## config.mk

```make
export PLATFORM = sky130hd
export DESIGN_NAME = subtitle_pixel_rle_encoder
export DESIGN_NICKNAME = d
export VERILOG_FILES = /design/src/hw/rtl/spre_pkg.sv /design/src/hw/rtl/subtitle_pixel_rle_encoder.sv /design/src/hw/rtl/spre_front.sv /design/src/hw/rtl/spre_cmdq.sv /design/src/hw/rtl/spre_outq.sv /design/src/hw/rtl/spre_back.sv
export SDC_FILE = /design/constraint.sdc
export NUM_CORES = 1
export LEC_CHECK = 0
export BUFFER_PORTS_ARGS = -buffer_cell sky130_fd_sc_hd__buf_2
export CAP_MARGIN = 10
export CORE_MARGIN = 8
export CORE_UTILIZATION = 35
export CTS_CLUSTER_DIAMETER = 120
export DETAILED_ROUTE_END_ITERATION = 10
export GPL_ROUTABILITY_DRIVEN = 0
export PLACE_DENSITY = 0.56
export SLEW_MARGIN = 10
export SYNTH_ARGS = -nofsm -noshare
export SYNTH_HDL_FRONTEND = slang
export SYNTH_SLANG_ARGS = --single-unit
```

## constraint.sdc

```tcl
create_clock -name clk -period 9.95 [get_ports clk]
set_clock_uncertainty 0.05 [all_clocks]
set_input_delay 0.995 -clock clk [delete_from_list [all_inputs] [get_ports clk]]
set_output_delay 0.995 -clock clk [all_outputs]
set_load 0.02 [all_outputs]
```

## src/hw/rtl/spre_pkg.sv

```systemverilog
// ============================================================================
// spre_pkg: shared types, constants and code tables
// Command and result records passed between the encoder stages, queue sizes,
// and the per-mode run-length code table.
// ============================================================================
`default_nettype none

package spre_pkg;

  // Pixel code modes (depth_mode after folding the unused code onto 8-bit)
  localparam logic [1:0] MODE_2BIT = 2'd0;
  localparam logic [1:0] MODE_4BIT = 2'd1;
  localparam logic [1:0] MODE_8BIT = 2'd2;
  localparam logic [1:0] MODE_SPARE = 2'd3;
  localparam logic [1:0] MODE_RESET = MODE_8BIT;

  // Run length at which each mode flushes the open run
  localparam logic [8:0] CAP_2BIT = 9'd284;
  localparam logic [8:0] CAP_4BIT = 9'd280;
  localparam logic [8:0] CAP_8BIT = 9'd127;

  // Stream bytes
  localparam logic [7:0] HDR_BASE   = 8'h10;
  localparam logic [7:0] EOL_BYTE   = 8'hF0;
  localparam logic [7:0] PAD_BYTE   = 8'h00;

  // 2-bit code table limits and prefixes
  localparam logic [8:0] RUN2_LONG      = 9'd29;
  localparam logic [8:0] RUN2_MID       = 9'd12;
  localparam logic [8:0] RUN2_MID_MAX   = 9'd27;
  localparam logic [8:0] RUN2_SHORT     = 9'd3;
  localparam logic [8:0] RUN2_SHORT_MAX = 9'd10;
  localparam logic [7:0] CODE2_LONG     = 8'h03;
  localparam logic [7:0] CODE2_MID      = 8'h02;
  localparam logic [7:0] CODE2_ONE      = 8'h01;

  // 4-bit code table limits and prefixes
  localparam logic [8:0] RUN4_LONG      = 9'd25;
  localparam logic [8:0] RUN4_MID       = 9'd4;
  localparam logic [8:0] RUN4_MID_CLIP  = 9'd7;
  localparam logic [8:0] RUN4_ZERO_MIN  = 9'd3;
  localparam logic [8:0] RUN4_ZERO_MAX  = 9'd9;
  localparam logic [7:0] CODE4_LONG     = 8'h0f;
  localparam logic [7:0] CODE4_TWO_ZERO = 8'h0d;
  localparam logic [7:0] CODE4_ONE_ZERO = 8'h0c;

  // 8-bit colour-run flag
  localparam logic [7:0] CODE8_COLOUR   = 8'h80;

  // Queue sizes
  localparam int CMDQ_DEPTH = 4;
  localparam int CMDQ_AW    = $clog2(CMDQ_DEPTH);
  localparam int CMDQ_CW    = $clog2(CMDQ_DEPTH + 1);
  localparam int OUTQ_DEPTH = 4;
  localparam int OUTQ_AW    = $clog2(OUTQ_DEPTH);
  localparam int OUTQ_CW    = $clog2(OUTQ_DEPTH + 1);

  // Work for one pixel: optional header, up to two run flushes, optional close
  typedef struct packed {
    logic       hdr;
    logic       eol;
    logic [1:0] mode;
    logic       a_vld;
    logic [7:0] a_col;
    logic [8:0] a_cnt;
    logic       b_vld;
    logic [7:0] b_col;
    logic [8:0] b_cnt;
  } cmd_t;

  // One result byte with its flags
  typedef struct packed {
    logic [7:0] data;
    logic       last;
    logic       closed;
  } out_t;

  // One code: up to three bit groups, and how many pixels it covers
  typedef struct packed {
    logic [1:0]       nputs;
    logic [2:0][7:0]  val;
    logic [2:0][3:0]  nbits;
    logic [8:0]       used;
  } code_t;

  // Greedy code choice for the head of a run of len pixels of colour c
  function automatic code_t code_of(input logic [1:0] mode, input logic [7:0] c,
                                    input logic [8:0] len);
    code_t      r;
    logic [8:0] lclip;
    r = '0;
    lclip = (len > RUN4_MID_CLIP) ? RUN4_MID_CLIP : len;
    case (mode)
      MODE_2BIT: begin
        if (len >= RUN2_LONG) begin
          r.nputs = 2'd3; r.used = len;
          r.val[0] = CODE2_LONG;           r.nbits[0] = 4'd6;
          r.val[1] = 8'(len - RUN2_LONG);  r.nbits[1] = 4'd8;
          r.val[2] = c;                    r.nbits[2] = 4'd2;
        end else if (len >= RUN2_MID && len <= RUN2_MID_MAX) begin
          r.nputs = 2'd3; r.used = len;
          r.val[0] = CODE2_MID;            r.nbits[0] = 4'd6;
          r.val[1] = 8'(len - RUN2_MID);   r.nbits[1] = 4'd4;
          r.val[2] = c;                    r.nbits[2] = 4'd2;
        end else if (len >= RUN2_SHORT && len <= RUN2_SHORT_MAX) begin
          r.nputs = 2'd3; r.used = len;
          r.val[0] = 8'h00;                r.nbits[0] = 4'd2;
          r.val[1] = 8'(9'd8 + len - RUN2_SHORT); r.nbits[1] = 4'd4;
          r.val[2] = c;                    r.nbits[2] = 4'd2;
        end else if (c != 8'h00) begin
          r.nputs = 2'd1; r.used = 9'd1;
          r.val[0] = c;                    r.nbits[0] = 4'd2;
        end else if (len == 9'd2) begin
          r.nputs = 2'd1; r.used = 9'd2;
          r.val[0] = CODE2_ONE;            r.nbits[0] = 4'd6;
        end else begin
          r.nputs = 2'd1; r.used = 9'd1;
          r.val[0] = CODE2_ONE;            r.nbits[0] = 4'd4;
        end
      end
      MODE_4BIT: begin
        if (c == 8'h00 && len >= RUN4_ZERO_MIN && len <= RUN4_ZERO_MAX) begin
          r.nputs = 2'd2; r.used = len;
          r.val[0] = 8'h00;                r.nbits[0] = 4'd4;
          r.val[1] = 8'(len - 9'd2);       r.nbits[1] = 4'd4;
        end else if (len >= RUN4_MID && len < RUN4_LONG) begin
          r.nputs = 2'd3; r.used = lclip;
          r.val[0] = 8'h00;                r.nbits[0] = 4'd4;
          r.val[1] = 8'(9'd8 + lclip - RUN4_MID); r.nbits[1] = 4'd4;
          r.val[2] = c;                    r.nbits[2] = 4'd4;
        end else if (len >= RUN4_LONG) begin
          r.nputs = 2'd3; r.used = len;
          r.val[0] = CODE4_LONG;           r.nbits[0] = 4'd8;
          r.val[1] = 8'(len - RUN4_LONG);  r.nbits[1] = 4'd8;
          r.val[2] = c;                    r.nbits[2] = 4'd4;
        end else if (c != 8'h00) begin
          r.nputs = 2'd1; r.used = 9'd1;
          r.val[0] = c;                    r.nbits[0] = 4'd4;
        end else if (len > 9'd1) begin
          r.nputs = 2'd1; r.used = 9'd2;
          r.val[0] = CODE4_TWO_ZERO;       r.nbits[0] = 4'd8;
        end else begin
          r.nputs = 2'd1; r.used = 9'd1;
          r.val[0] = CODE4_ONE_ZERO;       r.nbits[0] = 4'd8;
        end
      end
      default: begin
        if (len == 9'd1 && c != 8'h00) begin
          r.nputs = 2'd1; r.used = 9'd1;
          r.val[0] = c;                    r.nbits[0] = 4'd8;
        end else if (c == 8'h00) begin
          r.nputs = 2'd2; r.used = len;
          r.val[0] = 8'h00;                r.nbits[0] = 4'd8;
          r.val[1] = len[7:0];             r.nbits[1] = 4'd8;
        end else if (len > 9'd2) begin
          r.nputs = 2'd3; r.used = len;
          r.val[0] = 8'h00;                r.nbits[0] = 4'd8;
          r.val[1] = CODE8_COLOUR | len[7:0]; r.nbits[1] = 4'd8;
          r.val[2] = c;                    r.nbits[2] = 4'd8;
        end else begin
          r.nputs = 2'd2; r.used = 9'd2;
          r.val[0] = c;                    r.nbits[0] = 4'd8;
          r.val[1] = c;                    r.nbits[1] = 4'd8;
        end
      end
    endcase
    return r;
  endfunction

endpackage

`default_nettype wire

```

## src/hw/rtl/subtitle_pixel_rle_encoder.sv

```systemverilog
// ============================================================================
// subtitle_pixel_rle_encoder: subtitle pixel-data run-length encoder
// Encodes palette-index pixels, one line at a time, into the 2-, 4- or 8-bit
// subtitle pixel-data byte stream, with line header and line close bytes.
// ============================================================================
//
//  channel  | handshake            | payload
//  ---------+----------------------+------------------------------------------
//  in       | in_push / in_full    | in_pixel[7:0], in_line_end
//  out      | out_pop / out_empty  | out_byte[7:0], out_burst_last, out_line_closed
//  cfg      | cfg_valid / cfg_ready| cfg_depth_mode[1:0]
//
// The front takes one pixel per cycle while its 4-entry command queue has room.
// The back sequencer emits each code as its bit groups (one to three per
// code), closes a line through end-of-string, padding, an extra zero byte in
// 8-bit mode and the close byte, and takes an extra step when a command ends
// on a byte while an earlier byte of it is still held (always so for a line
// close); it pauses while the result queue is full. Reset is synchronous and
// clears queues, run and line state; depth mode returns to 8-bit. Mode writes are dropped while a line is open.
//
`default_nettype none

module subtitle_pixel_rle_encoder (
  input  wire logic       clk,
  input  wire logic       rst_n,
  input  wire logic       in_push,
  output      logic       in_full,
  input  wire logic [7:0] in_pixel,
  input  wire logic       in_line_end,
  output      logic       out_empty,
  input  wire logic       out_pop,
  output      logic [7:0] out_byte,
  output      logic       out_burst_last,
  output      logic       out_line_closed,
  input  wire logic       cfg_valid,
  output      logic       cfg_ready,
  input  wire logic [1:0] cfg_depth_mode
);

  spre_pkg::cmd_t fq_item, bq_item;
  spre_pkg::out_t oq_wr_item, oq_rd_item;
  logic           fq_push, fq_full, bq_pop, bq_empty;
  logic           oq_push, oq_full;

  // Intake and run tracking
  spre_front u_front (
    .clk            (clk),
    .rst_n          (rst_n),
    .in_push        (in_push),
    .in_pixel       (in_pixel),
    .in_line_end    (in_line_end),
    .in_full        (in_full),
    .cfg_valid      (cfg_valid),
    .cfg_depth_mode (cfg_depth_mode),
    .cfg_ready      (cfg_ready),
    .q_full         (fq_full),
    .q_push         (fq_push),
    .q_item         (fq_item)
  );

  // Decouple intake from encoding
  spre_cmdq u_cmdq (
    .clk     (clk),
    .rst_n   (rst_n),
    .push    (fq_push),
    .wr_item (fq_item),
    .full    (fq_full),
    .pop     (bq_pop),
    .empty   (bq_empty),
    .rd_item (bq_item)
  );

  // Encode and pack
  spre_back u_back (
    .clk     (clk),
    .rst_n   (rst_n),
    .q_empty (bq_empty),
    .q_head  (bq_item),
    .q_pop   (bq_pop),
    .oq_full (oq_full),
    .oq_push (oq_push),
    .oq_item (oq_wr_item)
  );

  // Hold finished bytes for the consumer
  spre_outq u_outq (
    .clk     (clk),
    .rst_n   (rst_n),
    .push    (oq_push),
    .wr_item (oq_wr_item),
    .full    (oq_full),
    .pop     (out_pop),
    .empty   (out_empty),
    .rd_item (oq_rd_item)
  );

  assign out_byte        = oq_rd_item.data;
  assign out_burst_last  = oq_rd_item.last;
  assign out_line_closed = oq_rd_item.closed;

endmodule

`default_nettype wire

```

## src/hw/rtl/spre_front.sv

```systemverilog
// ============================================================================
// spre_front: pixel intake and run tracking
// Masks each pixel to the mode width, tracks the open run and line state, and
// turns a pixel that opens or closes a line or ends a run into one command.
// ============================================================================
`default_nettype none

module spre_front (
  input  wire logic           clk,
  input  wire logic           rst_n,
  input  wire logic           in_push,
  input  wire logic [7:0]     in_pixel,
  input  wire logic           in_line_end,
  output      logic           in_full,
  input  wire logic           cfg_valid,
  input  wire logic [1:0]     cfg_depth_mode,
  output      logic           cfg_ready,
  input  wire logic           q_full,
  output      logic           q_push,
  output spre_pkg::cmd_t      q_item
);

  logic [1:0] depth_mode_r, depth_mode_nxt;
  logic       line_open_r, line_open_nxt;
  logic [7:0] run_colour_r, run_colour_nxt;
  logic [8:0] run_count_r, run_count_nxt;

  logic [1:0] mode;
  logic [8:0] cap;
  logic [7:0] pix;
  logic       accept;
  logic [8:0] count0, count1, count2, count3;
  logic       chg, capped;

  // Fold the unused mode code onto 8-bit and pick the run cap
  always_comb begin
    mode = (depth_mode_r >= spre_pkg::MODE_8BIT) ? spre_pkg::MODE_8BIT : depth_mode_r;
    case (mode)
      spre_pkg::MODE_2BIT: begin
        cap = spre_pkg::CAP_2BIT;
        pix = in_pixel & 8'h03;
      end
      spre_pkg::MODE_4BIT: begin
        cap = spre_pkg::CAP_4BIT;
        pix = in_pixel & 8'h0f;
      end
      default: begin
        cap = spre_pkg::CAP_8BIT;
        pix = in_pixel;
      end
    endcase
  end

  // Classify the pixel against the open run
  always_comb begin
    accept = in_push && !q_full;
    count0 = line_open_r ? run_count_r : 9'd0;
    chg    = (count0 != 9'd0) && (pix != run_colour_r);
    count1 = chg ? 9'd0 : count0;
    count2 = count1 + 9'd1;
    capped = (count2 >= cap);
    count3 = capped ? 9'd0 : count2;

    q_item.hdr   = !line_open_r;
    q_item.eol   = in_line_end;
    q_item.mode  = mode;
    q_item.a_vld = chg || capped;
    q_item.a_col = chg ? run_colour_r : pix;
    q_item.a_cnt = chg ? count0 : count2;
    q_item.b_vld = in_line_end && (count3 != 9'd0);
    q_item.b_col = pix;
    q_item.b_cnt = count3;

    // Drop pixels that only extend a run
    q_push    = accept && (q_item.hdr || q_item.a_vld || q_item.eol);
    in_full   = q_full;
    cfg_ready = 1'b1;
  end

  // Advance run and line state
  always_comb begin
    depth_mode_nxt = depth_mode_r;
    line_open_nxt  = line_open_r;
    run_colour_nxt = run_colour_r;
    run_count_nxt  = run_count_r;
    if (cfg_valid && !line_open_r) begin
      depth_mode_nxt = cfg_depth_mode;
    end
    if (accept) begin
      line_open_nxt  = !in_line_end;
      run_colour_nxt = pix;
      run_count_nxt  = in_line_end ? 9'd0 : count3;
    end
  end

  always_ff @(posedge clk) begin
    if (!rst_n) begin
      depth_mode_r <= spre_pkg::MODE_RESET;
      line_open_r  <= 1'b0;
      run_colour_r <= 8'h00;
      run_count_r  <= 9'd0;
    end else begin
      depth_mode_r <= depth_mode_nxt;
      line_open_r  <= line_open_nxt;
      run_colour_r <= run_colour_nxt;
      run_count_r  <= run_count_nxt;
    end
  end

endmodule

`default_nettype wire

```

## src/hw/rtl/spre_cmdq.sv

```systemverilog
// ============================================================================
// spre_cmdq: command queue between front and back
// Small register queue of per-pixel commands; lets either side stall alone.
// ============================================================================
`default_nettype none

module spre_cmdq (
  input  wire logic           clk,
  input  wire logic           rst_n,
  input  wire logic           push,
  input  wire spre_pkg::cmd_t wr_item,
  output      logic           full,
  input  wire logic           pop,
  output      logic           empty,
  output spre_pkg::cmd_t      rd_item
);

  localparam logic [spre_pkg::CMDQ_AW-1:0] LAST_SLOT =
    spre_pkg::CMDQ_AW'(spre_pkg::CMDQ_DEPTH - 1);

  spre_pkg::cmd_t                mem_r [spre_pkg::CMDQ_DEPTH];
  logic [spre_pkg::CMDQ_AW-1:0]  wr_ptr_r, wr_ptr_nxt;
  logic [spre_pkg::CMDQ_AW-1:0]  rd_ptr_r, rd_ptr_nxt;
  logic [spre_pkg::CMDQ_CW-1:0]  count_r, count_nxt;
  logic                          do_push, do_pop;

  // Pointer and fill bookkeeping
  always_comb begin
    full    = (count_r == spre_pkg::CMDQ_CW'(spre_pkg::CMDQ_DEPTH));
    empty   = (count_r == '0);
    do_push = push && !full;
    do_pop  = pop && !empty;
    wr_ptr_nxt = wr_ptr_r;
    rd_ptr_nxt = rd_ptr_r;
    if (do_push) begin
      wr_ptr_nxt = (wr_ptr_r == LAST_SLOT) ? '0 : wr_ptr_r + 1'b1;
    end
    if (do_pop) begin
      rd_ptr_nxt = (rd_ptr_r == LAST_SLOT) ? '0 : rd_ptr_r + 1'b1;
    end
    count_nxt = count_r + spre_pkg::CMDQ_CW'(do_push) - spre_pkg::CMDQ_CW'(do_pop);
    rd_item   = mem_r[rd_ptr_r];
  end

  always_ff @(posedge clk) begin
    if (!rst_n) begin
      wr_ptr_r <= '0;
      rd_ptr_r <= '0;
      count_r  <= '0;
    end else begin
      wr_ptr_r <= wr_ptr_nxt;
      rd_ptr_r <= rd_ptr_nxt;
      count_r  <= count_nxt;
    end
  end

  // Store the incoming command
  always_ff @(posedge clk) begin
    if (do_push) begin
      mem_r[wr_ptr_r] <= wr_item;
    end
  end

endmodule

`default_nettype wire

```

## src/hw/rtl/spre_outq.sv

```systemverilog
// ============================================================================
// spre_outq: result byte queue
// Register queue holding encoded bytes until the consumer pops them.
// ============================================================================
`default_nettype none

module spre_outq (
  input  wire logic           clk,
  input  wire logic           rst_n,
  input  wire logic           push,
  input  wire spre_pkg::out_t wr_item,
  output      logic           full,
  input  wire logic           pop,
  output      logic           empty,
  output spre_pkg::out_t      rd_item
);

  localparam logic [spre_pkg::OUTQ_AW-1:0] LAST_SLOT =
    spre_pkg::OUTQ_AW'(spre_pkg::OUTQ_DEPTH - 1);

  spre_pkg::out_t                mem_r [spre_pkg::OUTQ_DEPTH];
  logic [spre_pkg::OUTQ_AW-1:0]  wr_ptr_r, wr_ptr_nxt;
  logic [spre_pkg::OUTQ_AW-1:0]  rd_ptr_r, rd_ptr_nxt;
  logic [spre_pkg::OUTQ_CW-1:0]  count_r, count_nxt;
  logic                          do_push, do_pop;

  // Pointer and fill bookkeeping
  always_comb begin
    full    = (count_r == spre_pkg::OUTQ_CW'(spre_pkg::OUTQ_DEPTH));
    empty   = (count_r == '0);
    do_push = push && !full;
    do_pop  = pop && !empty;
    wr_ptr_nxt = wr_ptr_r;
    rd_ptr_nxt = rd_ptr_r;
    if (do_push) begin
      wr_ptr_nxt = (wr_ptr_r == LAST_SLOT) ? '0 : wr_ptr_r + 1'b1;
    end
    if (do_pop) begin
      rd_ptr_nxt = (rd_ptr_r == LAST_SLOT) ? '0 : rd_ptr_r + 1'b1;
    end
    count_nxt = count_r + spre_pkg::OUTQ_CW'(do_push) - spre_pkg::OUTQ_CW'(do_pop);
    rd_item   = mem_r[rd_ptr_r];
  end

  always_ff @(posedge clk) begin
    if (!rst_n) begin
      wr_ptr_r <= '0;
      rd_ptr_r <= '0;
      count_r  <= '0;
    end else begin
      wr_ptr_r <= wr_ptr_nxt;
      rd_ptr_r <= rd_ptr_nxt;
      count_r  <= count_nxt;
    end
  end

  // Store the incoming byte
  always_ff @(posedge clk) begin
    if (do_push) begin
      mem_r[wr_ptr_r] <= wr_item;
    end
  end

endmodule

`default_nettype wire

```

## src/hw/rtl/spre_back.sv

```systemverilog
// ============================================================================
// spre_back: code sequencer and bit packer
// Walks each command through its phases, feeds the byte packer one bit group
// per cycle while the result queue has room, and marks each burst's last byte.
// ============================================================================
`default_nettype none

module spre_back (
  input  wire logic           clk,
  input  wire logic           rst_n,
  input  wire logic           q_empty,
  input  wire spre_pkg::cmd_t q_head,
  output      logic           q_pop,
  input  wire logic           oq_full,
  output      logic           oq_push,
  output spre_pkg::out_t      oq_item
);

  // Sequencer states: one per command phase, plus idle and a final drain
  localparam logic [3:0] ST_IDLE  = 4'd0;
  localparam logic [3:0] ST_HDR   = 4'd1;
  localparam logic [3:0] ST_RUN_A = 4'd2;
  localparam logic [3:0] ST_RUN_B = 4'd3;
  localparam logic [3:0] ST_EOL   = 4'd4;
  localparam logic [3:0] ST_PAD   = 4'd5;
  localparam logic [3:0] ST_ZERO8 = 4'd6;
  localparam logic [3:0] ST_CLOSE = 4'd7;
  localparam logic [3:0] ST_FIN   = 4'd8;

  // Phase that follows st within command c; ST_IDLE means the command is done
  function automatic logic [3:0] next_after(input logic [3:0] st,
                                            input spre_pkg::cmd_t c);
    logic [3:0] r;
    case (st)
      ST_HDR:   r = c.a_vld ? ST_RUN_A : (c.b_vld ? ST_RUN_B : (c.eol ? ST_EOL : ST_IDLE));
      ST_RUN_A: r = c.b_vld ? ST_RUN_B : (c.eol ? ST_EOL : ST_IDLE);
      ST_RUN_B: r = c.eol ? ST_EOL : ST_IDLE;
      ST_EOL:   r = ST_PAD;
      ST_PAD:   r = (c.mode == spre_pkg::MODE_8BIT) ? ST_ZERO8 : ST_CLOSE;
      ST_ZERO8: r = ST_CLOSE;
      default:  r = ST_IDLE;
    endcase
    return r;
  endfunction

  logic [3:0]      st_r, st_nxt;
  spre_pkg::cmd_t  cmd_r, cmd_nxt;
  logic [8:0]      left_r, left_nxt;
  logic [1:0]      k_r, k_nxt;
  logic [6:0]      part_r, part_nxt;
  logic [2:0]      pc_r, pc_nxt;
  logic            pend_vld_r, pend_vld_nxt;
  logic [7:0]      pend_data_r, pend_data_nxt;
  logic            pend_closed_r, pend_closed_nxt;

  spre_pkg::code_t code;
  logic [7:0]      run_col;
  logic            run_ph, put_ph, go;
  logic [7:0]      put_v, vmask;
  logic [3:0]      put_n, nb;
  logic [14:0]     acc;
  logic [2:0]      rem;
  logic            new_vld, new_closed;
  logic [7:0]      new_data;
  logic [6:0]      pk_part;
  logic            code_end, phase_done, cmd_end, take_next;
  logic [3:0]      ph_nxt, first_st;
  logic [8:0]      first_left;

  // Current code for the run phases
  always_comb begin
    run_ph  = (st_r == ST_RUN_A) || (st_r == ST_RUN_B);
    run_col = (st_r == ST_RUN_B) ? cmd_r.b_col : cmd_r.a_col;
    code    = spre_pkg::code_of(cmd_r.mode, run_col, left_r);
  end

  // Select this cycle's bit group
  always_comb begin
    put_v = spre_pkg::PAD_BYTE;
    put_n = 4'd8;
    case (st_r)
      ST_HDR:   put_v = spre_pkg::HDR_BASE + 8'(cmd_r.mode);
      ST_RUN_A,
      ST_RUN_B: begin
        put_v = code.val[k_r];
        put_n = code.nbits[k_r];
      end
      ST_PAD:   put_n = (pc_r == 3'd0) ? 4'd0 : 4'd8 - 4'(pc_r);
      ST_CLOSE: put_v = spre_pkg::EOL_BYTE;
      default:  put_n = 4'd8;
    endcase
  end

  // Pack MSB first; at most one byte completes per group
  always_comb begin
    vmask    = 8'((9'h001 << put_n) - 9'h001);
    acc      = (15'(part_r) << put_n) | 15'(put_v & vmask);
    nb       = 4'(pc_r) + put_n;
    rem      = nb[2:0];
    new_vld  = nb[3];
    new_data = 8'(acc >> rem);
    pk_part  = new_vld ? 7'(acc & ((15'h0001 << rem) - 15'h0001)) : 7'(acc);
    new_closed = (st_r == ST_CLOSE);
  end

  // Entry point of the command at the queue head
  always_comb begin
    first_st   = q_head.hdr ? ST_HDR : next_after(ST_HDR, q_head);
    first_left = (first_st == ST_RUN_B) ? q_head.b_cnt : q_head.a_cnt;
  end

  // Sequence phases, hold back each byte until the next one shows where
  // the pixel's burst ends
  always_comb begin
    st_nxt          = st_r;
    cmd_nxt         = cmd_r;
    left_nxt        = left_r;
    k_nxt           = k_r;
    part_nxt        = part_r;
    pc_nxt          = pc_r;
    pend_vld_nxt    = pend_vld_r;
    pend_data_nxt   = pend_data_r;
    pend_closed_nxt = pend_closed_r;
    q_pop           = 1'b0;
    oq_push         = 1'b0;
    oq_item         = '0;
    take_next       = 1'b0;
    go              = !oq_full;
    put_ph          = (st_r != ST_IDLE) && (st_r != ST_FIN);
    code_end        = (k_r == code.nputs - 2'd1);
    phase_done      = run_ph ? (code_end && (left_r == code.used)) : 1'b1;
    ph_nxt          = next_after(st_r, cmd_r);
    cmd_end         = phase_done && (ph_nxt == ST_IDLE);

    if (st_r == ST_IDLE) begin
      take_next = 1'b1;
    end else if (st_r == ST_FIN) begin
      if (go) begin
        oq_push      = 1'b1;
        oq_item      = '{data: pend_data_r, last: 1'b1, closed: pend_closed_r};
        pend_vld_nxt = 1'b0;
        take_next    = 1'b1;
      end
    end else if (put_ph && go) begin
      part_nxt = pk_part;
      pc_nxt   = nb[2:0];

      // Advance within the run
      if (run_ph) begin
        if (code_end) begin
          k_nxt    = 2'd0;
          left_nxt = left_r - code.used;
        end else begin
          k_nxt = k_r + 2'd1;
        end
      end

      // Advance to the next phase
      if (phase_done && !cmd_end) begin
        st_nxt   = ph_nxt;
        k_nxt    = 2'd0;
        left_nxt = (ph_nxt == ST_RUN_B) ? cmd_r.b_cnt : cmd_r.a_cnt;
      end

      // Route the completed byte
      if (new_vld && pend_vld_r) begin
        oq_push         = 1'b1;
        oq_item         = '{data: pend_data_r, last: 1'b0, closed: pend_closed_r};
        pend_data_nxt   = new_data;
        pend_closed_nxt = new_closed;
        if (cmd_end) begin
          st_nxt = ST_FIN;
        end
      end else if (new_vld) begin
        if (cmd_end) begin
          oq_push   = 1'b1;
          oq_item   = '{data: new_data, last: 1'b1, closed: new_closed};
          take_next = 1'b1;
        end else begin
          pend_vld_nxt    = 1'b1;
          pend_data_nxt   = new_data;
          pend_closed_nxt = new_closed;
        end
      end else if (cmd_end) begin
        if (pend_vld_r) begin
          oq_push      = 1'b1;
          oq_item      = '{data: pend_data_r, last: 1'b1, closed: pend_closed_r};
          pend_vld_nxt = 1'b0;
        end
        take_next = 1'b1;
      end
    end

    // Load the next command without a bubble
    if (take_next) begin
      if (!q_empty) begin
        q_pop    = 1'b1;
        cmd_nxt  = q_head;
        st_nxt   = first_st;
        left_nxt = first_left;
        k_nxt    = 2'd0;
      end else begin
        st_nxt = ST_IDLE;
      end
    end
  end

  always_ff @(posedge clk) begin
    if (!rst_n) begin
      st_r       <= ST_IDLE;
      part_r     <= 7'd0;
      pc_r       <= 3'd0;
      pend_vld_r <= 1'b0;
    end else begin
      st_r       <= st_nxt;
      part_r     <= part_nxt;
      pc_r       <= pc_nxt;
      pend_vld_r <= pend_vld_nxt;
    end
  end

  // Payload registers
  always_ff @(posedge clk) begin
    cmd_r         <= cmd_nxt;
    left_r        <= left_nxt;
    k_r           <= k_nxt;
    pend_data_r   <= pend_data_nxt;
    pend_closed_r <= pend_closed_nxt;
  end

endmodule

`default_nettype wire

```

==> results of run 1 <==
[per-layer routing]
metal / vias to the layer above / routed length [um] / global-route usage (%)
li1: 5723 / - / -
met1: 5955 / 19800 / 20.5
met2: 367 / 19700 / 23.9
met3: 84 / 2220 / 2.43
met4: 0 / 1190 / 4.82
met5: - / 0 / 0
[synthesized netlist by cell type, types with 35 or more instances]
library cell / count
nand3_1: 35
dfxtp_1: 64
inv_1: 45
o21ai_0: 65
and2_1: 37
nor2b_1: 37
a21oi_1: 76
clkbuf_1: 60
edfxtp_1: 248
mux2i_1: 43
nor2_1: 101
ha_1: 52
nand2_1: 150
mux4_2: 55
[logic make-up (layout without fill, tap and decap cells)]
group | count (synthesis) | in the layout | synth area share (%)
adder cells (fa/ha/maj) | 55 | 55 | 4.12
other | 1 | 2 | 0.0217
XOR/XNOR | 39 | 39 | 2.02
multiplexers | 110 | 110 | 10.5
buffers and inverters | 142 | 156 | 3.46
AO/OA/AOI/OAI | 363 | 363 | 15.0
flip-flops | 312 | 312 | 50.6
AND/OR/NAND/NOR | 492 | 492 | 14.3
[layout make-up]
class                           instances  share of cell area (%)
Multi-Input combinational cell       1060                    41.8
Inverter                               49                   0.966
Clock inverter                         21                   0.861
Clock buffer                           43                    4.81
Tap cell                              664                    4.37
Timing Repair Buffer                   43                    1.34
Antenna cell                            1                  0.0131
Sequential cell                       312                    45.9
[placed cells by master, fill, tap and decap left out, types with 37 or more instances in the layout]
master | synthesis | layout
nor2b_1 | 37 | 37
o21ai_0 | 65 | 65
ha_1 | 52 | 52
edfxtp_1 | 248 | 248
a21oi_1 | 76 | 76
nand2_1 | 150 | 150
dfxtp_1 | 64 | 62
inv_1 | 45 | 45
mux4_2 | 55 | 55
nor2_1 | 101 | 101
mux2i_1 | 43 | 43
[where the power goes]
group / internal, mW / switching [mW] / total, mW
combinational: 0.930 / 1.62 / 2.55
sequential: 1.80 / 0.201 / 2.00
clock: 0.671 / 0.539 / 1.21
[critical path, stage by stage (launching register included)]
cell	delay [ns]
dfxtp_1	0.68
and2_0	0.40
xnor2_1	0.18
nand4_1	0.22
o31ai_1	0.46
a31o_2	0.43
ha_1	0.34
ha_1	0.30
and3_1	0.21
nand4_1	0.12
xnor2_1	0.26
nor2_1	0.11
ha_1	0.31
nand3_1	0.09
a211o_1	0.23
o221ai_1	0.15
buf_4	0.23
nor2_1	0.08
a31oi_1	0.55
and2_2	1.03
[path summary, 6_finish.rpt]
| path | start | end | slack, ns | cells after the start |
|---|---|---|---|---|
| max reg2reg | u_front.depth_mode_r[1] | u_cmdq.mem_r[1][39] | 3.07 | 19 |
| max | u_front.depth_mode_r[1] | u_cmdq.mem_r[1][39] | 3.07 | 19 |
| min reg2reg | u_front.run_colour_r[1] | u_front.run_colour_r[1] | 0.45 | 2 |
| min | u_front.run_colour_r[1] | u_front.run_colour_r[1] | 0.45 | 2 |
[state kept, by name (all words and copies together) (netlist names), named ones only]
signal,count
u_front.depth_mode_r,2
u_back.pend_closed_r,1
u_back.part_r,7
u_outq.count_r,3
u_front.run_colour_r,8
u_cmdq.wr_ptr_r,2
u_back.cmd_r,39
u_back.pend_data_r,8
u_back.pc_r,3
u_back.st_r,3
u_back.k_r,2
u_cmdq.mem_r,160
u_outq.rd_ptr_r,2
u_outq.mem_r,40
u_back.left_r,9
u_cmdq.rd_ptr_r,2
u_front.run_count_r,9
u_back.pend_vld_r,1
u_outq.wr_ptr_r,2
u_cmdq.count_r,3
u_front.line_open_r,1
==> out/metrics.csv, run 1 <==
stage,metric,value,unit
cts,holdBufCountCts,0,
logic_synthesis,synth.ff_latch_count,312,
critical_path,worstPathRequired,10.04,ns
place,dp_cells,2128,
logic_synthesis,synthFlopType,edfxtp_1,
final_layout,final_cells,2193,
cts,postCtsSetupBuffers,0,
place,dpl_cell_area,17900,sq um
cts,path_clk_slew,0.06,ns
critical_path,critical_path_class,reg -> reg,
logic_synthesis,mappedNetlistNets,1585,
sta,fin_crit_sh,69.1,%
sta,slew_headroom,23.0,%
sta,setup_ws,3.07,ns
detailed_routing,wire_per_inst,19.5,um
cts,cts_buffers,35,
hold_path,holdCritPathClass,reg -> reg,
detailed_routing,vias,12100,
place,pre_cts_slack,2.73,ns
sta,tns,0,ns
detailed_routing,via_per_inst,5.53,
global_routing,grt_pass1_vias,12000,
logic_synthesis,netlist_instances,1514,
place,place_hpwl,29.9,mm
global_routing,antenna_found_initial,1,
detailed_routing,drt_iter0_drc,1109,
power,max-vdd-ir-drop,0.161,mV
global_routing,grt_max_degree,65,
cts,clk_latency,0.54,ns
logic_synthesis,synth.largest_area_cell,edfxtp_1,
job,cap_viol_max_count,0,
logic_synthesis,synth_area,17300,sq um
sta,fin_hold_ws,0.451,ns
global_routing,grt_pass1_wl,68.3,mm
logic_synthesis,synth_area_leaders,"edfxtp_1 (43%), dfxtp_1 (7.4%), mux4_2 (7.2%)",
cts,cts_tree,built,
critical_path,arrival,6.97,ns
floorplanning,die_x,238,um
logic_synthesis,yosysUniqueCellTypes,109,
sta,slew_violations,0,
floorplanning,dieHeight,238,um
detailed_routing,drc,0,
logic_synthesis,yosys_warnings,0,
logic_synthesis,synth_edf_count,248,
detailed_routing,ant_nets,0,
critical_path,start_kind,flop,
sta,timing.fmax,0.145,GHz
sta,min_period,6.88,ns
final_layout,multi_input_comb_area,7950,sq um
cts,clockBufferDepth,3,
floorplanning,core-area,48800,sq um
detailed_routing,dr.pass1.iters,5,
final_layout,utilization,39.0,%
final_layout,seq_area,8730,sq um
logic_synthesis,synth_top_area_share,43.1,%
cts,cts_root_buffer,clkbuf_16,
floorplanning,io_pins,29,
final_layout,areaGrowthSynthToFinish,10.3,%
global_routing,grt_usage,14.9,%
final_layout,fin_area,19000,sq um
floorplanning,die_area,56700,sq um
cts,cts_sinks,312,
final_layout,fillers,4722,
detailed_routing,drt-total-wl,42.9,mm
final_layout,final_nets,1572,
sta,rsz0062_at_grt,false,
cts,cts_resized,0,
critical_path,crit_path_end_kind,flop,
place,port_buffers,27,
final_layout,drive_gt1_share,14.5,%
logic_synthesis,syn_area_per_cell,11.4,sq um
logic_synthesis,yosysSeqAreaShare,50.6,%
power,power,5.76,mW
power,powerDensity,303,nW/um^2
sta,setup_viol,0,
floorplanning,row_count,81,
logic_synthesis,async_reset_ff_share,0,%
floorplanning,initial_core_util,35.3,%
power,p_leak,6.61,nW
outcome,status,completed,
sta,worstMarginPinSlew,1.14,ns
cts,cts_htree_levels,2,
sta,hold_viol_final,0,
critical_path,cp_max_fo,40,
global_routing,overflow,0,
No activity file was read; power rests on OpenSTA's default activity.
==> inputs of run 2 (changes only) <==
--- a/config.mk
+++ b/config.mk
@@ -12,7 +12,7 @@
 export CTS_CLUSTER_DIAMETER = 120
 export DETAILED_ROUTE_END_ITERATION = 10
 export GPL_ROUTABILITY_DRIVEN = 0
-export PLACE_DENSITY = 0.56
+export PLACE_DENSITY = 0.58
 export SLEW_MARGIN = 10
 export SYNTH_ARGS = -nofsm -noshare
 export SYNTH_HDL_FRONTEND = slang
==> constraint.sdc (replaced) <==
create_clock -name clk -period 6.1 [get_ports clk]
set_clock_uncertainty 0.05 [all_clocks]
set_input_delay 0.61 -clock clk [delete_from_list [all_inputs] [get_ports clk]]
set_output_delay 0.61 -clock clk [all_outputs]
set_load 0.02 [all_outputs]
==> out/metrics.csv, run 2 (synthesized netlist as in run 1, its figures left out) <==
stage,metric,value,unit
critical_path,worstPathRequired,6.48,ns
final_layout,final_nets,1602,
sta,rsz0062_at_grt,false,
sta,slew_headroom,38.8,%
floorplanning,core-area,48800,sq um
power,p_clk_share,20.8,%
power,p_int,5.64,mW
power,max-vdd-ir-drop,0.205,mV
final_layout,regMostFlops,u_cmdq.mem_r,
critical_path,crit_family,adder cells,
sta,hold_viol_final,0,
final_layout,seq_area,8730,sq um
sta,fin_crit_sh,91.4,%
floorplanning,die_x,238,um
cts,clk_latency,0.54,ns
final_layout,antennaDiodeCount,0,
detailed_routing,wire_per_inst,19.2,um
detailed_routing,vias,12300,
critical_path,start_kind,flop,
sta,slew_violations,0,
cts,cts_root_buffer,clkbuf_16,
power,p_leak,6.75,nW
final_layout,final_cells,2221,
outcome,status,completed,
detailed_routing,drt_iter0_drc,1205,
final_layout,final_common_cell,edfxtp_1,
floorplanning,io_pins,29,
floorplanning,die_area,56700,sq um
cts,cts_buffers,35,
critical_path,cp_cell_sequence,and2_0 > xnor2_1 > nand4_1 > o31ai_2 > a31o_2 > ha_1 > ha_1 > and3_1 > nand4_1 > xnor2_1 > nor2_1 > ha_1 > nand3_1 > a211o_1 > o221ai_1 > nor2_1 > a31oi_1 > buf_4 > ha_1 > fa_1 > and2_1,
hold_path,worstHoldPathCells,3,
power,p_switching,3.83,mW
critical_path,cp_max_fo,15,
power,p_comb_share,44.9,%
detailed_routing,ant_nets,0,
sta,setup_viol,0,
final_layout,largest_reg_flops,160,
global_routing,grt_pass1_vias,12100,
cts,clockBufferDepth,3,
sta,timing.fmax,0.179,GHz
cts,cts_tree,built,
floorplanning,dieHeight,238,um
global_routing,grt_max_degree,65,
critical_path,critical_path_class,reg -> reg,
detailed_routing,drt-total-wl,42.6,mm
sta,min_period,5.58,ns
final_layout,multi_input_comb_area,7950,sq um
global_routing,antenna_found_initial,0,
global_routing,grt_usage,14.7,%
critical_path,critPathBufInv,1,
sta,tns,0,ns
place,dp_cells,2158,
global_routing,grt_pass1_wl,67.7,mm
critical_path,cp_slowest_cell,dfxtp_2,
hold_path,holdCritPathClass,in -> reg,
place,place_hpwl,30.5,mm
power,powerDensity,490,nW/um^2
detailed_routing,dr.pass1.iters,6,
global_routing,overflow,0,
critical_path,reg2reg_depth,21,
floorplanning,initial_core_util,35.3,%
final_layout,fillers,4720,
critical_path,cp.depth,21,
cts,cts_htree_levels,2,
critical_path,cp_common_cell,ha_1,
detailed_routing,via_per_inst,5.53,
job,cap_viol_max_count,0,
power,swShare,40.4,%
critical_path,arrival,5.96,ns
detailed_routing,drc,0,
final_layout,areaGrowthSynthToFinish,11.9,%
cts,postCtsSetupBuffers,0,
final_layout,drive_gt1_share,16.0,%
final_layout,final_cell_mix,"edfxtp_1 (248), nand2_1 (150), nor2_1 (101)",
cts,path_clk_slew,0.06,ns
place,port_buffers,27,
power,sequentialPowerShare,34.3,%
cts,cts_sinks,312,
critical_path,slowest_delay,0.50,ns
floorplanning,row_count,81,
sta,worstMarginPinSlew,0.918,ns
final_layout,top_regs,"u_cmdq.mem_r x160, u_outq.mem_r x40, u_back.cmd_r x39",
critical_path,crit_path_end_kind,flop,
==> run 2: changes by cell type in the layout (fill, tap and decap cells not counted), sizes merged <==
cell / change
buf: +30
bufinv: +1
clkinvlp: +2
clkbuf: +4
clkinv: -6
inv: -2
diode: -1
==> run 2: path summary, 6_finish.rpt <==
kind,start,endpoint,slack [ns]
worst max-delay path,u_front.depth_mode_r[1],u_cmdq.count_r[1],0.52
worst min register to register,u_front.run_colour_r[4],u_front.run_colour_r[4],0.44
worst max register to register,u_front.depth_mode_r[1],u_cmdq.count_r[1],0.52
worst min-delay path,cfg_depth_mode[1],u_front.depth_mode_r[1],0.27
==> run 2: power groups by stage <==
stage               registers (mW)  clock network [mW]  logic (mW)
detailed placement            3.29                   0        4.21
finish                        3.24                1.97        4.25
global route                  3.30                2.11        4.67
floorplan                     3.11                   0        3.17
CTS                           3.25                2.03        4.23
global placement              3.27                   0        4.19
==> run 2: per-stage QoR <==
stage                     util (%)  hold slack (ns)  instance area (sq um)  total power, mW  setup WS [ns]
after global placement        37.3            0.433                  18200             7.47          0.425
final                         39.5            0.267                  19300             9.47          0.525
after global routing          39.5            0.292                  19300             10.1         0.0645
after CTS                     39.5            0.247                  19300             9.51          0.161
after floorplan                  -            0.417                  17300             6.29         0.0387
after detailed placement      37.3            0.441                  18200             7.50          0.190
==> run 2: timing repair <==
| item | CTS | global route |
|---|---|---|
| endpoints found under the hold margin | 0 | 0 |
| setup endpoints to repair | 0 | 134 |
| hold buffers | 0 | 0 |
| resized for setup | 0 | 3 |
==> run 2: final cells by class <==
class | count | area share, %
inverters | 49 | 0.952
clock inverters | 16 | 0.836
flip-flops and latches | 312 | 45.2
well taps | 664 | 4.30
clock buffers | 47 | 4.77
multi-input cells | 1060 | 41.2
repair buffers | 73 | 2.75
==> run 2: tightest hold or removal path: stages <==
cell and delay (ns):
buf_2 0.08, nand2_1 0.04, o211ai_1 0.08
==> run 2: per-layer routing <==
layer / part of all wire (%) / wire (um) / track usage (%) / vias up
met5: 0 / 0 / 0 / -
met4: 2.7 / 1160 / 4.67 / 0
met3: 6.5 / 2750 / 2.25 / 95
met2: 46 / 19500 / 23.6 / 479
met1: 45 / 19200 / 20.3 / 5923
li1: - / - / - / 5789
==> inputs of run 3 (changes only) <==
--- a/config.mk
+++ b/config.mk
@@ -7,6 +7,7 @@
 export LEC_CHECK = 0
 export BUFFER_PORTS_ARGS = -buffer_cell sky130_fd_sc_hd__buf_2
 export CAP_MARGIN = 10
+export CORE_ASPECT_RATIO = 1.75
 export CORE_MARGIN = 8
 export CORE_UTILIZATION = 35
 export CTS_CLUSTER_DIAMETER = 120
==> out/metrics.csv, run 3 (synthesized netlist as in run 1, its figures left out) <==
stage,metric,value,unit
outcome,status,completed,
critical_path,crit_family,compound AO/OA/AOI/OAI gates,
sta,fin_crit_sh,94.1,%
critical_path,crit_path_end_kind,flop,
sta,setup_ws,0.357,ns
job,cap_viol_max_count,0,
power,p_leak,6.77,nW
floorplanning,die_x,184,um
detailed_routing,wire_per_inst,21.3,um
critical_path,reg2reg_slack,0.36,ns
global_routing,grt_usage,16.6,%
place,place_hpwl,34.1,mm
global_routing,grt_pass1_vias,13000,
global_routing,antenna_found_initial,0,
final_layout,largest_reg_flops,160,
floorplanning,io_pins,29,
global_routing,grt_max_degree,65,
cts,cts_resized,0,
critical_path,arrival,6.17,ns
detailed_routing,vias,12500,
power,powerDensity,495,nW/um^2
floorplanning,dieHeight,310,um
sta,timing.fmax,0.174,GHz
final_layout,final_cell_mix,"edfxtp_1 (248), nand2_1 (150), nor2_1 (101)",
critical_path,critPathBufInv,0,
sta,hold_viol_final,0,
floorplanning,row_count,107,
place,port_buffers,27,
detailed_routing,drc,0,
sta,setup_viol,0,
cts,cts_htree_levels,1,
power,power,9.55,mW
cts,clockBufferDepth,3,
global_routing,grt_pass1_wl,73.9,mm
final_layout,antennaDiodeCount,0,
final_layout,final_common_cell,edfxtp_1,
cts,cts_root_buffer,clkbuf_16,
power,max-vdd-ir-drop,0.311,mV
critical_path,start_kind,flop,
critical_path,critical_path_class,reg -> reg,
critical_path,slowest_delay,0.72,ns
floorplanning,core-area,48700,sq um
cts,cts_sinks,312,
detailed_routing,drt-total-wl,47.1,mm
critical_path,cp_slowest_cell,or4_4,
cts,cts_buffers,29,
detailed_routing,via_per_inst,5.65,
sta,worstMarginPinSlew,0.995,ns
sta,min_period,5.74,ns
final_layout,regMostFlops,u_cmdq.mem_r,
final_layout,areaGrowthSynthToFinish,11.7,%
cts,postCtsSetupBuffers,0,
sta,rsz0062_at_grt,false,
cts,holdBufCountCts,0,
detailed_routing,drt_iter0_drc,790,
place,pre_cts_slack,0.350,ns
hold_path,holdCritPathClass,in -> reg,
critical_path,worstPathRequired,6.53,ns
sta,slew_headroom,33.2,%
sta,tns,0,ns
critical_path,cp_max_fo,21,
cts,cts_tree,built,
sta,slew_violations,0,
cts,path_clk_slew,0.07,ns
final_layout,drive_gt1_share,16.7,%
global_routing,overflow,0,
detailed_routing,ant_nets,0,
detailed_routing,dr.pass1.iters,8,
floorplanning,initial_core_util,35.4,%
cts,clk_latency,0.58,ns
final_layout,final_nets,1606,
final_layout,top_regs,"u_cmdq.mem_r x160, u_outq.mem_r x40, u_back.cmd_r x39",
floorplanning,die_area,57000,sq um
critical_path,cp_cell_sequence,or4_4 > a311o_4 > a2111oi_4 > o21ai_0 > o211ai_1 > nand2_1 > ha_1 > nand4_1 > nor2_1 > nand3_1 > a211oi_1 > or3_1 > o21ai_0 > a31oi_2 > ha_1 > fa_1 > and2_1,
[run 3: worst paths after layout]
path | cells past startpoint | from | end
setup / recovery | 17 | u_back.left_r[6] | u_outq.count_r[1]
hold / removal | 3 | cfg_depth_mode[0] | u_front.depth_mode_r[0]
setup reg to reg | 17 | u_back.left_r[6] | u_outq.count_r[1]
hold reg to reg | 2 | u_front.run_colour_r[4] | u_front.run_colour_r[4]
[run 3: area by class of cell]
| class | count | area, sq um |
|---|---|---|
| Timing Repair Buffer | 83 | 606 |
| Clock inverter | 20 | 221 |
| Fill cell | 4758 | 29500 |
| Sequential cell | 312 | 8730 |
| Multi-Input combinational cell | 1060 | 7950 |
| Tap cell | 654 | 818 |
| Inverter | 49 | 184 |
| Clock buffer | 34 | 764 |
[run 3: per-layer routing]
layer  global-route usage (%)  part of all wire (%)  up-vias
li1                         -                     -     5782
met1                     16.7                    36     6074
met2                     30.6                    53      454
met3                     2.37                   4.3      187
met4                     12.1                   7.4        0
met5                        0                     0        -
[run 3: worst min-delay path, cell delays in order]
cell	delay, ns
buf_2	0.08
mux2i_1	0.05
nor2b_1	0.10
[run 3: where the power goes]
| part | internal (mW) | switching (mW) | total [mW] |
|---|---|---|---|
| sequential | 2.93 | 0.267 | 3.20 |
| clock | 1.04 | 0.827 | 1.87 |
| combinational | 1.62 | 2.87 | 4.49 |
| total | 5.59 | 3.96 | 9.55 |
[run 3: stage by stage]
step / utilization (%) / hold WS (ns) / cell area, sq um / std cells
after floorplan: - / 0.417 / 17300 / 1514
after detailed placement: 37.5 / 0.438 / 18300 / 2158
after global placement: 37.5 / 0.427 / 18300 / 2158
after CTS: 39.5 / 0.213 / 19300 / 2212
final: 39.6 / 0.241 / 19300 / 2212
after global routing: 39.6 / 0.224 / 19300 / 2212
